`config.mk`:
```
export PLATFORM = sky130hd
export DESIGN_NAME = bounce_burst_classifier_core
export DESIGN_NICKNAME = d
export VERILOG_FILES = /design/src/hw/rtl/bbc_pkg.sv /design/src/hw/rtl/bbc_edge_ram.sv /design/src/hw/rtl/bbc_tracker.sv /design/src/hw/rtl/bbc_readout.sv /design/src/hw/rtl/bounce_burst_classifier_core.sv
export SDC_FILE = /design/constraint.sdc
export NUM_CORES = 2
export LEC_CHECK = 0
export ABC_AREA = 1
export BUFFER_PORTS_ARGS = -buffer_cell sky130_fd_sc_hd__buf_2
export CORE_MARGIN = 2
export CORE_UTILIZATION = 50
export DETAILED_ROUTE_END_ITERATION = 7
export HOLD_SLACK_MARGIN = 0.1
export PLACE_DENSITY_LB_ADDON = 0.1
export SLEW_MARGIN = 10
export SYNTH_ARGS = -nofsm -noshare
export SYNTH_HDL_FRONTEND = slang
export SYNTH_HIERARCHICAL = 1
export SYNTH_SLANG_ARGS = --single-unit
```
`constraint.sdc`:
```
create_clock -name clock -period 36.1 [get_ports clock]
set_clock_uncertainty 0.1 [all_clocks]
set_input_delay 7.22 -clock clock [delete_from_list [all_inputs] [get_ports clock]]
set_output_delay 7.22 -clock clock [all_outputs]
set_load 0.005 [all_outputs]
```
`src/hw/rtl/bbc_pkg.sv`:
```
// Bounce burst classifier package: sizes, result kind codes, readout states
// and the struct that carries per-beat tracking results to the readout.
// No dependencies.
package bbc_pkg;

   // edge stamp storage
   localparam int EDGE_SLOTS   = 64;
   localparam int RESULT_LIMIT = 64;
   localparam int ADDR_W       = (EDGE_SLOTS > 1) ? $clog2(EDGE_SLOTS) : 1;
   localparam int COUNT_W      = $clog2(EDGE_SLOTS + 1);
   localparam int EMIT_MAX     = (EDGE_SLOTS < RESULT_LIMIT) ? EDGE_SLOTS : RESULT_LIMIT;

   // field widths
   localparam int GAP_W   = 20;
   localparam int WORD_W  = 32;
   localparam int KIND_W  = 3;
   localparam int RSP_DATA_W = 6 * WORD_W;
   localparam int REQ_DATA_W = 8;

   localparam logic [GAP_W-1:0] GAP_RESET = GAP_W'(30000);

   // burst_kind codes
   localparam logic [KIND_W-1:0] KIND_PRESS   = 3'd0;
   localparam logic [KIND_W-1:0] KIND_HOLD    = 3'd1;
   localparam logic [KIND_W-1:0] KIND_RELEASE = 3'd2;
   localparam logic [KIND_W-1:0] KIND_TAP     = 3'd3;
   localparam logic [KIND_W-1:0] KIND_CLEAN   = 3'd4;

   typedef enum logic [2:0] {
      RO_IDLE,
      RO_CLEAN,
      RO_FIRST,
      RO_TAKE_FIRST,
      RO_TAKE_SPAN,
      RO_ISSUE,
      RO_LOAD
   } ro_state_type;

   // tracker -> readout
   typedef struct packed {
      logic                close;        // burst closed on this beat
      logic                clean;        // clean release on this beat
      logic [KIND_W-1:0]   kind;
      logic [WORD_W-1:0]   count;        // edges in the closed burst
      logic [COUNT_W-1:0]  stored;       // stamps held in the RAM
      logic [WORD_W-1:0]   press_index;  // live counter
      logic [WORD_W-1:0]   all_edges;    // live counter
   } bbc_track_type;

endpackage

```
`src/hw/rtl/bbc_edge_ram.sv`:
```
// Edge stamp RAM: one write port, one read port, registered read data.
// Depends on bbc_pkg.
module bbc_edge_ram
   import bbc_pkg::*;
(
   input  logic              clock,
   input  logic              wr_en,
   input  logic [ADDR_W-1:0] wr_addr,
   input  logic [WORD_W-1:0] wr_data,
   input  logic              rd_en,
   input  logic [ADDR_W-1:0] rd_addr,
   output logic [WORD_W-1:0] rd_data
);

   logic [WORD_W-1:0] mem_ff [EDGE_SLOTS];
   logic [WORD_W-1:0] rd_data_ff;

   // write port
   always_ff @(posedge clock) begin
      if (wr_en) begin
         mem_ff[wr_addr] <= wr_data;
      end
   end

   // read port, data holds between reads
   always_ff @(posedge clock) begin
      if (rd_en) begin
         rd_data_ff <= mem_ff[rd_addr];
      end
   end

   assign rd_data = rd_data_ff;

endmodule

```
`src/hw/rtl/bbc_tracker.sv`:
```
// Per-tick tracker: edge capture, burst close check, classification,
// counters and the gap register. Drives the edge RAM write port.
// Depends on bbc_pkg.
module bbc_tracker
   import bbc_pkg::*;
(
   input  logic              clock,
   input  logic              reset,
   input  logic              beat,
   input  logic              pin_level,
   input  logic              gap_we,
   input  logic [GAP_W-1:0]  gap_data,
   output logic              mem_we,
   output logic [ADDR_W-1:0] mem_addr,
   output logic [WORD_W-1:0] mem_data,
   output bbc_track_type     trk
);

   logic              prev_ff,    prev_in;
   logic [WORD_W-1:0] tick_ff,    tick_in;
   logic [WORD_W-1:0] count_ff,   count_in;
   logic [WORD_W-1:0] last_ff,    last_in;
   logic [WORD_W-1:0] total_ff,   total_in;
   logic [WORD_W-1:0] press_ff,   press_in;
   logic              pressed_ff, pressed_in;
   logic [WORD_W-1:0] high_ff,    high_in;
   logic [GAP_W-1:0]  gap_ff;

   logic              falling;
   logic              low;
   logic [WORD_W-1:0] count_edge;
   logic [WORD_W-1:0] gap_ext;
   logic              quiet_burst;
   logic              quiet_high;
   logic              close;
   logic              clean;
   logic              pending;
   logic [KIND_W-1:0] kind;

   assign low         = ~pin_level;
   assign falling     = prev_ff & low;
   assign count_edge  = count_ff + WORD_W'(1);
   assign gap_ext     = WORD_W'(gap_ff);
   assign quiet_burst = (tick_ff - last_ff) > gap_ext;
   assign quiet_high  = (tick_ff - high_ff) > gap_ext;

   // a falling edge sets the last stamp to now, so it never closes a burst
   assign close   = beat & ~falling & (count_ff != '0) & quiet_burst;
   assign pending = falling ? (count_edge != '0) : ((count_ff != '0) & ~close);
   assign clean   = beat & ~close & pressed_ff & ~low & ~pending & quiet_high;

   // classification
   always_comb begin
      if (low && pressed_ff) begin
         kind = KIND_HOLD;
      end else if (low) begin
         kind = KIND_PRESS;
      end else if (pressed_ff) begin
         kind = KIND_RELEASE;
      end else begin
         kind = KIND_TAP;
      end
   end

   // next state of the tick registers
   always_comb begin
      prev_in    = prev_ff;
      tick_in    = tick_ff;
      count_in   = count_ff;
      last_in    = last_ff;
      total_in   = total_ff;
      press_in   = press_ff;
      pressed_in = pressed_ff;
      high_in    = high_ff;
      if (beat) begin
         prev_in = pin_level;
         tick_in = tick_ff + WORD_W'(1);
         if (falling) begin
            count_in = count_edge;
            last_in  = tick_ff;
            total_in = total_ff + WORD_W'(1);
         end
         if (close) begin
            count_in = '0;
            high_in  = tick_ff;
            if (kind == KIND_PRESS || kind == KIND_TAP) begin
               press_in = press_ff + WORD_W'(1);
            end
            if (kind == KIND_PRESS) begin
               pressed_in = 1'b1;
            end else if (kind == KIND_RELEASE) begin
               pressed_in = 1'b0;
            end
         end else if (pressed_ff && !low && !pending) begin
            if (quiet_high) begin
               pressed_in = 1'b0;
            end
         end else begin
            high_in = tick_ff;
         end
      end
   end

   always_ff @(posedge clock) begin
      if (reset) begin
         prev_ff    <= 1'b1;
         tick_ff    <= '0;
         count_ff   <= '0;
         last_ff    <= '0;
         total_ff   <= '0;
         press_ff   <= '0;
         pressed_ff <= 1'b0;
         high_ff    <= '0;
      end else begin
         prev_ff    <= prev_in;
         tick_ff    <= tick_in;
         count_ff   <= count_in;
         last_ff    <= last_in;
         total_ff   <= total_in;
         press_ff   <= press_in;
         pressed_ff <= pressed_in;
         high_ff    <= high_in;
      end
   end

   // gap register
   always_ff @(posedge clock) begin
      if (reset) begin
         gap_ff <= GAP_RESET;
      end else if (gap_we) begin
         gap_ff <= gap_data;
      end
   end

   // stamp store for the first slots of a burst
   assign mem_we   = beat & falling & (count_ff < WORD_W'(EDGE_SLOTS));
   assign mem_addr = count_ff[ADDR_W-1:0];
   assign mem_data = tick_ff;

   // report to readout
   always_comb begin
      trk.close       = close;
      trk.clean       = clean;
      trk.kind        = clean ? KIND_CLEAN : kind;
      trk.count       = count_ff;
      trk.stored      = (count_ff < WORD_W'(EDGE_SLOTS)) ? count_ff[COUNT_W-1:0]
                                                         : COUNT_W'(EDGE_SLOTS);
      trk.press_index = press_ff;
      trk.all_edges   = total_ff;
   end

   // a stamp is never written on the beat that closes a burst
   a_no_write_on_close: assert property (@(posedge clock) disable iff (reset)
      mem_we |-> !close) else $error("stamp write on closing beat");

   // a clean release leaves the button released
   a_clean_releases: assert property (@(posedge clock) disable iff (reset)
      clean |=> !pressed_ff) else $error("pressed after clean release");

   // the closing beat empties the burst
   a_close_empties: assert property (@(posedge clock) disable iff (reset)
      close |=> (count_ff == '0)) else $error("burst still open after close");

endmodule

```
`src/hw/rtl/bbc_readout.sv`:
```
// Burst readout sequencer: walks the edge RAM after a burst closes, or takes a
// clean release, and fills the result output register. Depends on bbc_pkg.
module bbc_readout
   import bbc_pkg::*;
(
   input  logic                  clock,
   input  logic                  reset,
   input  bbc_track_type         trk,
   input  logic [WORD_W-1:0]     rd_data,
   output logic                  rd_en,
   output logic [ADDR_W-1:0]     rd_addr,
   output logic                  idle,
   output logic                  rsp_tvalid,
   input  logic                  rsp_tready,
   output logic [RSP_DATA_W-1:0] rsp_tdata,
   output logic [KIND_W-1:0]     rsp_tuser,
   output logic                  rsp_tlast
);

   ro_state_type state_ff, state_in;

   logic [KIND_W-1:0]  kind_ff,     kind_in;
   logic [WORD_W-1:0]  count_ff,    count_in;
   logic [COUNT_W-1:0] stored_ff,   stored_in;
   logic [ADDR_W-1:0]  last_idx_ff, last_idx_in;
   logic [ADDR_W-1:0]  idx_ff,      idx_in;
   logic [WORD_W-1:0]  first_ff,    first_in;
   logic [WORD_W-1:0]  span_ff,     span_in;

   // output register
   logic               valid_ff,  valid_in;
   logic [KIND_W-1:0]  o_kind_ff, o_kind_in;
   logic [WORD_W-1:0]  o_press_ff, o_press_in;
   logic [WORD_W-1:0]  o_edges_ff, o_edges_in;
   logic [WORD_W-1:0]  o_off_ff,   o_off_in;
   logic [WORD_W-1:0]  o_span_ff,  o_span_in;
   logic [WORD_W-1:0]  o_miss_ff,  o_miss_in;
   logic [WORD_W-1:0]  o_total_ff, o_total_in;
   logic               o_last_ff,  o_last_in;

   logic               out_free;
   logic               load;
   logic               last_beat;
   logic [COUNT_W-1:0] emit;
   logic [ADDR_W-1:0]  span_addr;

   assign out_free  = ~valid_ff | rsp_tready;
   assign last_beat = (idx_ff == last_idx_ff);
   assign emit      = (trk.stored < COUNT_W'(EMIT_MAX)) ? trk.stored : COUNT_W'(EMIT_MAX);
   assign span_addr = ADDR_W'(stored_ff - COUNT_W'(1));

   // next state
   always_comb begin
      state_in = state_ff;
      unique case (state_ff)
         RO_IDLE: begin
            if (trk.close) begin
               state_in = RO_FIRST;
            end else if (trk.clean) begin
               state_in = RO_CLEAN;
            end
         end
         RO_CLEAN: begin
            if (out_free) begin
               state_in = RO_IDLE;
            end
         end
         RO_FIRST:      state_in = RO_TAKE_FIRST;
         RO_TAKE_FIRST: state_in = RO_TAKE_SPAN;
         RO_TAKE_SPAN:  state_in = RO_LOAD;
         RO_ISSUE:      state_in = RO_LOAD;
         RO_LOAD: begin
            if (out_free) begin
               state_in = last_beat ? RO_IDLE : RO_ISSUE;
            end
         end
         default: state_in = RO_IDLE;
      endcase
   end

   // sequencer outputs
   always_comb begin
      rd_en       = 1'b0;
      rd_addr     = idx_ff;
      load        = 1'b0;
      kind_in     = kind_ff;
      count_in    = count_ff;
      stored_in   = stored_ff;
      last_idx_in = last_idx_ff;
      idx_in      = idx_ff;
      first_in    = first_ff;
      span_in     = span_ff;
      unique case (state_ff)
         RO_IDLE: begin
            if (trk.close || trk.clean) begin
               kind_in     = trk.kind;
               count_in    = trk.count;
               stored_in   = trk.stored;
               last_idx_in = ADDR_W'(emit - COUNT_W'(1));
               idx_in      = '0;
            end
         end
         RO_CLEAN: load = out_free;
         RO_FIRST: begin
            rd_en   = 1'b1;
            rd_addr = '0;
         end
         RO_TAKE_FIRST: begin
            first_in = rd_data;
            rd_en    = 1'b1;
            rd_addr  = span_addr;
         end
         RO_TAKE_SPAN: begin
            span_in = rd_data - first_ff;
            rd_en   = 1'b1;
         end
         RO_ISSUE: rd_en = 1'b1;
         RO_LOAD: begin
            load = out_free;
            if (out_free) begin
               idx_in = idx_ff + ADDR_W'(1);
            end
         end
         default: ;
      endcase
   end

   // output register contents
   always_comb begin
      valid_in   = valid_ff & ~rsp_tready;
      o_kind_in  = o_kind_ff;
      o_press_in = o_press_ff;
      o_edges_in = o_edges_ff;
      o_off_in   = o_off_ff;
      o_span_in  = o_span_ff;
      o_miss_in  = o_miss_ff;
      o_total_in = o_total_ff;
      o_last_in  = o_last_ff;
      if (load) begin
         valid_in   = 1'b1;
         o_kind_in  = kind_ff;
         o_press_in = trk.press_index;
         o_total_in = trk.all_edges;
         if (state_ff == RO_CLEAN) begin
            o_edges_in = '0;
            o_off_in   = '0;
            o_span_in  = '0;
            o_miss_in  = '0;
            o_last_in  = 1'b1;
         end else begin
            o_edges_in = count_ff;
            o_off_in   = rd_data - first_ff;
            o_span_in  = span_ff;
            o_miss_in  = count_ff - WORD_W'(stored_ff);
            o_last_in  = last_beat;
         end
      end
   end

   always_ff @(posedge clock) begin
      if (reset) begin
         state_ff <= RO_IDLE;
         valid_ff <= 1'b0;
      end else begin
         state_ff <= state_in;
         valid_ff <= valid_in;
      end
   end

   // payload, no reset
   always_ff @(posedge clock) begin
      kind_ff     <= kind_in;
      count_ff    <= count_in;
      stored_ff   <= stored_in;
      last_idx_ff <= last_idx_in;
      idx_ff      <= idx_in;
      first_ff    <= first_in;
      span_ff     <= span_in;
      o_kind_ff   <= o_kind_in;
      o_press_ff  <= o_press_in;
      o_edges_ff  <= o_edges_in;
      o_off_ff    <= o_off_in;
      o_span_ff   <= o_span_in;
      o_miss_ff   <= o_miss_in;
      o_total_ff  <= o_total_in;
      o_last_ff   <= o_last_in;
   end

   assign idle       = (state_ff == RO_IDLE);
   assign rsp_tvalid = valid_ff;
   assign rsp_tuser  = o_kind_ff;
   assign rsp_tlast  = o_last_ff;
   assign rsp_tdata  = {o_total_ff, o_miss_ff, o_span_ff, o_off_ff, o_edges_ff, o_press_ff};

   // the final beat of a run returns the sequencer to idle
   a_last_ends_run: assert property (@(posedge clock) disable iff (reset)
      (load && o_last_in) |=> (state_ff == RO_IDLE))
      else $error("run did not end after last beat");

   // the walk never passes the last emitted slot
   a_idx_bound: assert property (@(posedge clock) disable iff (reset)
      (state_ff == RO_LOAD || state_ff == RO_ISSUE) |-> (idx_ff <= last_idx_ff))
      else $error("readout index past last slot");

   // nothing new reaches the output register while idle
   a_no_load_idle: assert property (@(posedge clock) disable iff (reset)
      (state_ff == RO_IDLE) |-> !load) else $error("output load while idle");

endmodule

```
`src/hw/rtl/bounce_burst_classifier_core.sv`:
```
// Bounce burst classifier top level: stream ports, gap register port,
// tracker, edge stamp RAM and readout. Depends on bbc_pkg and submodules.
//
//   channel  direction  beat condition          payload
//   req_     in         req_tvalid & tready     tdata[0] pin_level
//   rsp_     out        rsp_tvalid & tready     tdata 6x32, tuser kind, tlast
//   csr_     in         csr_valid & csr_ready   csr_data burst_gap_ticks
//
// One pin sample per cycle is taken while no report is being read out.
// A closed burst with n results holds the input off while RO_FIRST, RO_TAKE_FIRST
// and RO_TAKE_SPAN fetch the first and last stamps (RO_TAKE_SPAN also reads slot 0),
// then RO_LOAD takes the first result and RO_ISSUE and RO_LOAD each further one through
// the single edge RAM read port (longer if rsp_tready is low); a clean release holds
// it off for its one output load plus output stall.
// Reset is synchronous; the edge RAM is not cleared and needs no sweep.
// csr_ready is always high.
module bounce_burst_classifier_core
   import bbc_pkg::*;
(
   input  logic                  clock,
   input  logic                  reset,
   input  logic                  req_tvalid,
   output logic                  req_tready,
   input  logic [REQ_DATA_W-1:0] req_tdata,   // [0] pin_level, rest zero
   output logic                  rsp_tvalid,
   input  logic                  rsp_tready,
   output logic [RSP_DATA_W-1:0] rsp_tdata,   // press_index, burst_edges, edge_offset,
                                              // burst_span, edges_not_stored, all_edges
   output logic [KIND_W-1:0]     rsp_tuser,   // burst_kind
   output logic                  rsp_tlast,   // last_of_run
   input  logic                  csr_valid,
   output logic                  csr_ready,
   input  logic [GAP_W-1:0]      csr_data     // burst_gap_ticks
);

   logic              beat;
   logic              idle;
   logic              mem_we;
   logic [ADDR_W-1:0] mem_waddr;
   logic [WORD_W-1:0] mem_wdata;
   logic              rd_en;
   logic [ADDR_W-1:0] rd_addr;
   logic [WORD_W-1:0] rd_data;
   bbc_track_type     trk;

   assign req_tready = idle;
   assign beat       = req_tvalid & idle;
   assign csr_ready  = 1'b1;

   bbc_tracker u_tracker (
      .clock     (clock),
      .reset     (reset),
      .beat      (beat),
      .pin_level (req_tdata[0]),
      .gap_we    (csr_valid),
      .gap_data  (csr_data),
      .mem_we    (mem_we),
      .mem_addr  (mem_waddr),
      .mem_data  (mem_wdata),
      .trk       (trk)
   );

   bbc_edge_ram u_edge_ram (
      .clock   (clock),
      .wr_en   (mem_we),
      .wr_addr (mem_waddr),
      .wr_data (mem_wdata),
      .rd_en   (rd_en),
      .rd_addr (rd_addr),
      .rd_data (rd_data)
   );

   bbc_readout u_readout (
      .clock      (clock),
      .reset      (reset),
      .trk        (trk),
      .rd_data    (rd_data),
      .rd_en      (rd_en),
      .rd_addr    (rd_addr),
      .idle       (idle),
      .rsp_tvalid (rsp_tvalid),
      .rsp_tready (rsp_tready),
      .rsp_tdata  (rsp_tdata),
      .rsp_tuser  (rsp_tuser),
      .rsp_tlast  (rsp_tlast)
   );

endmodule
```
==> results.toml <==
[die]
die_x_um = 480
dieArea_um2 = 231000
rows = 174
die_height_um = 480
core_area_um2 = 225000
start_util_pct = 50.4
ios = 232

[final_layout]
nets = 11017
largest_reg_flops = 2048
nFillCells = 19261
regMostFlops = "u_edge_ram/mem_ff"
multi_input_area_um2 = 32700
layout-drive-gt1-share_pct = 9.08
ff_latch_area_um2 = 76300
syn_to_final_growth_pct = 11.3

[synthesis]
synth_warnings = 6
yosys.area.top_type = "edfxtp_1"
synth_edf_count = 2394
synth.area.top_cells = "edfxtp_1 63%, nand2_1 11%, nand3_1 9.0%"
synth-async-reset-ratio_pct = 0
synth-simple-area-share_pct = 23.3
ys_top_cells_by_count = "3235 x nand2_1, 2394 x edfxtp_1, 2030 x nand3_1"
ys_ff_latch = 2612
syn_area_um2 = 113000
yosysUniqueCellTypes = 65
syn_inst = 10689
synth_most_common_cell = "nand2_1"
syn-num-nets = 10879
synth_xor_xnor_area_share_pct = 0.955
syn_area_per_cell_um2 = 10.6
yosysSeqAreaShare_pct = 67.2
synth_top_family_by_area = "simple AND/OR/NAND/NOR gates"
yosysTopAreaCellShare_pct = 63.4
synth_ff_type = "edfxtp_1"
synth_fa_ha_area_share_pct = 1.76
synth_compound_area_share_pct = 2.23
synthMuxAreaShare_pct = 0

[route]
via_per_inst = 5.61
drtIter0Drc = 8243
via_count = 78765
first_pass_iters = 6
drc = 0
wirelength_um = 326000
ant_nets = 0
wire_per_inst_um = 23.2

[worst_hold_path]
min_to = "u_readout/rsp_tuser[2]"
min_path_cells = 0
holdCritPathClass = "register to register"
hp-start = "u_readout/kind_ff[2]"

[cts]
cts_root_buf = "clkbuf_16"
cts.sinks = 2612
clk_latency_ns = 0.93
postCtsSetupBuffers = 0
clkTransAtPathRegs_ns = 0.06
h-tree-depth = 5
numCtsBuffers = 291
cts_tree = "yes"
ctsResizeCount = 0
cts_hold_buf = 0
clockBufferDepth = 4

[worst_setup_path]
cp.required_ns = 36.51
crit_path_start_kind = "input pin"
r2r-start = "u_readout/state_ff[1]"
crit_type = "input pin to register"
cpMaxStageDelayCell = "nor2_4"
cp_slowest_stage_delay_ns = 0.92
path_cells = "buf_2 > nand2_1 > inv_1 > nand2_4 > nor2_1 > nand4_1 > buf_4 > nor2_4"
cp_max_fo = 32
timing.critical_path.to_type = "register"
arrival_ns = 11.20
rr_worst_depth = 17
rrSetupSlack_ns = 28.34
r2r_end = "u_edge_ram/rd_data[18]"

[grt]
overflow = 0
grt_pass1_vias = 73500
grt_usage_pct = 27.7
antenna_found_initial = 11
grt_max_degree = 255
grt_pass1_wl_um = 475000

[timing]
rsz0062_at_grt = "no"
setup_tns_ns = 0
clock.fmax_ghz = 0.0927
period_needed_ns = 10.79
tightest_slew_ns = 1.29
finalHoldViolCount = 0
maxSlewHeadroom_pct = 14.1
hold_slack_ns = 0.317
fin_crit_sh_pct = 29.9
drv_slew = 0
setup_violations = 0

[power_and_ir_drop]
irDropWorstVdd_uv = 71.1
leakage_nw = 48.3
power_density_nw_per_um2 = 80.2

[placement]
portBuffers = 223
dp_hpwl_um = 187000
globalplace.congestion = 0.905

[run]
drv_cap = 0

[status]
status = "complete, no violations"
-- stage by stage --
| stage | utilization [%] | area [um2] | setup slack [ns] | power [mW] | instances |
|---|---|---|---|---|---|
| 2_1_floorplan | - | 113000 | 18.44 | 6.06 | 10689 |
| 3_3_place_gp | 52.2 | 118000 | 24.42 | 7.36 | 13525 |
| 3_5_place_dp | 52.2 | 118000 | 24.47 | 7.40 | 13525 |
| 4_1_cts | 56.0 | 126000 | 25.44 | 10.1 | 14015 |
| 5_1_grt | 56.1 | 126000 | 25.33 | 10.6 | 14017 |
| 6_report | 56.1 | 126000 | 25.31 | 10.1 | 14029 |
-- worst max-delay path, delay by kind of cell --
family                 cells  cell delay, ns
buffers and inverters      3            1.00
and+or+nand+nor            5            2.95
-- logic make-up (layout without fill, tap and decap cells) --
kind of cell / Yosys count / count (layout)
adders and majority gates: 157 / 157
other: 1 / 14
xor gates and xnor gates: 122 / 122
and+or+nand+nor: 6144 / 6144
DFF: 2612 / 2612
AOI/OAI and AO/OA: 472 / 472
buffers and inverters: 1181 / 1516
-- cells in the final DEF, fill, tap and decap left out, types with 55 or more instances in the layout --
| master | count |
|---|---|
| clkinv_1 | 55 |
| buf_2 | 222 |
| o21ai_0 | 128 |
| clkbuf_16 | 300 |
| buf_4 | 141 |
| nor2_4 | 64 |
| clkbuf_1 | 77 |
| nor2_1 | 524 |
| a21oi_1 | 246 |
| nand3_1 | 2030 |
| nand2_1 | 3235 |
| edfxtp_1 | 2394 |
| xor2_1 | 87 |
| inv_1 | 621 |
| nor3_1 | 62 |
| dfxtp_1 | 186 |
| ha_1 | 153 |
-- power breakdown --
group	internal (mW)	total (mW)	switching, mW
registers	3.48	3.55	0.0745
logic	0.954	3.84	2.88
clock network	1.58	2.73	1.15
-- area by class of cell --
type	count	share of cell area, %
clock buffers	383	6.24
inverters	652	1.97
flip-flops and latches	2612	60.4
repair buffers	374	1.90
well taps	2992	2.97
clock inverters	107	0.579
diodes	13	0.0258
multi-input cells	6896	25.9
-- routing by layer --
layer	routed length [um]	vias up	share of wire [%]	global-route usage (%)
li1	-	36979	-	-
met5	0	-	0	0
met2	149000	2852	46	43.2
met1	139000	38403	43	39.2
met4	13100	0	4.0	11.0
met3	24500	531	7.5	4.41
-- worst max-delay path by stage --
stage	start	end	slack (ns)	cells after the start
after floorplan	rsp_tready	u_readout/o_edges_ff[0]	18.44	2
after global placement	req_tvalid	u_edge_ram/mem_ff[59][7]	24.42	8
after detailed placement	req_tvalid	u_edge_ram/mem_ff[29][18]	24.47	8
after CTS	req_tvalid	u_edge_ram/mem_ff[58][7]	25.44	8
after global routing	req_tvalid	u_edge_ram/mem_ff[59][1]	25.33	8
final	req_tvalid	u_edge_ram/mem_ff[59][1]	25.31	8
Note: power is estimated with default switching activity, not from simulation.
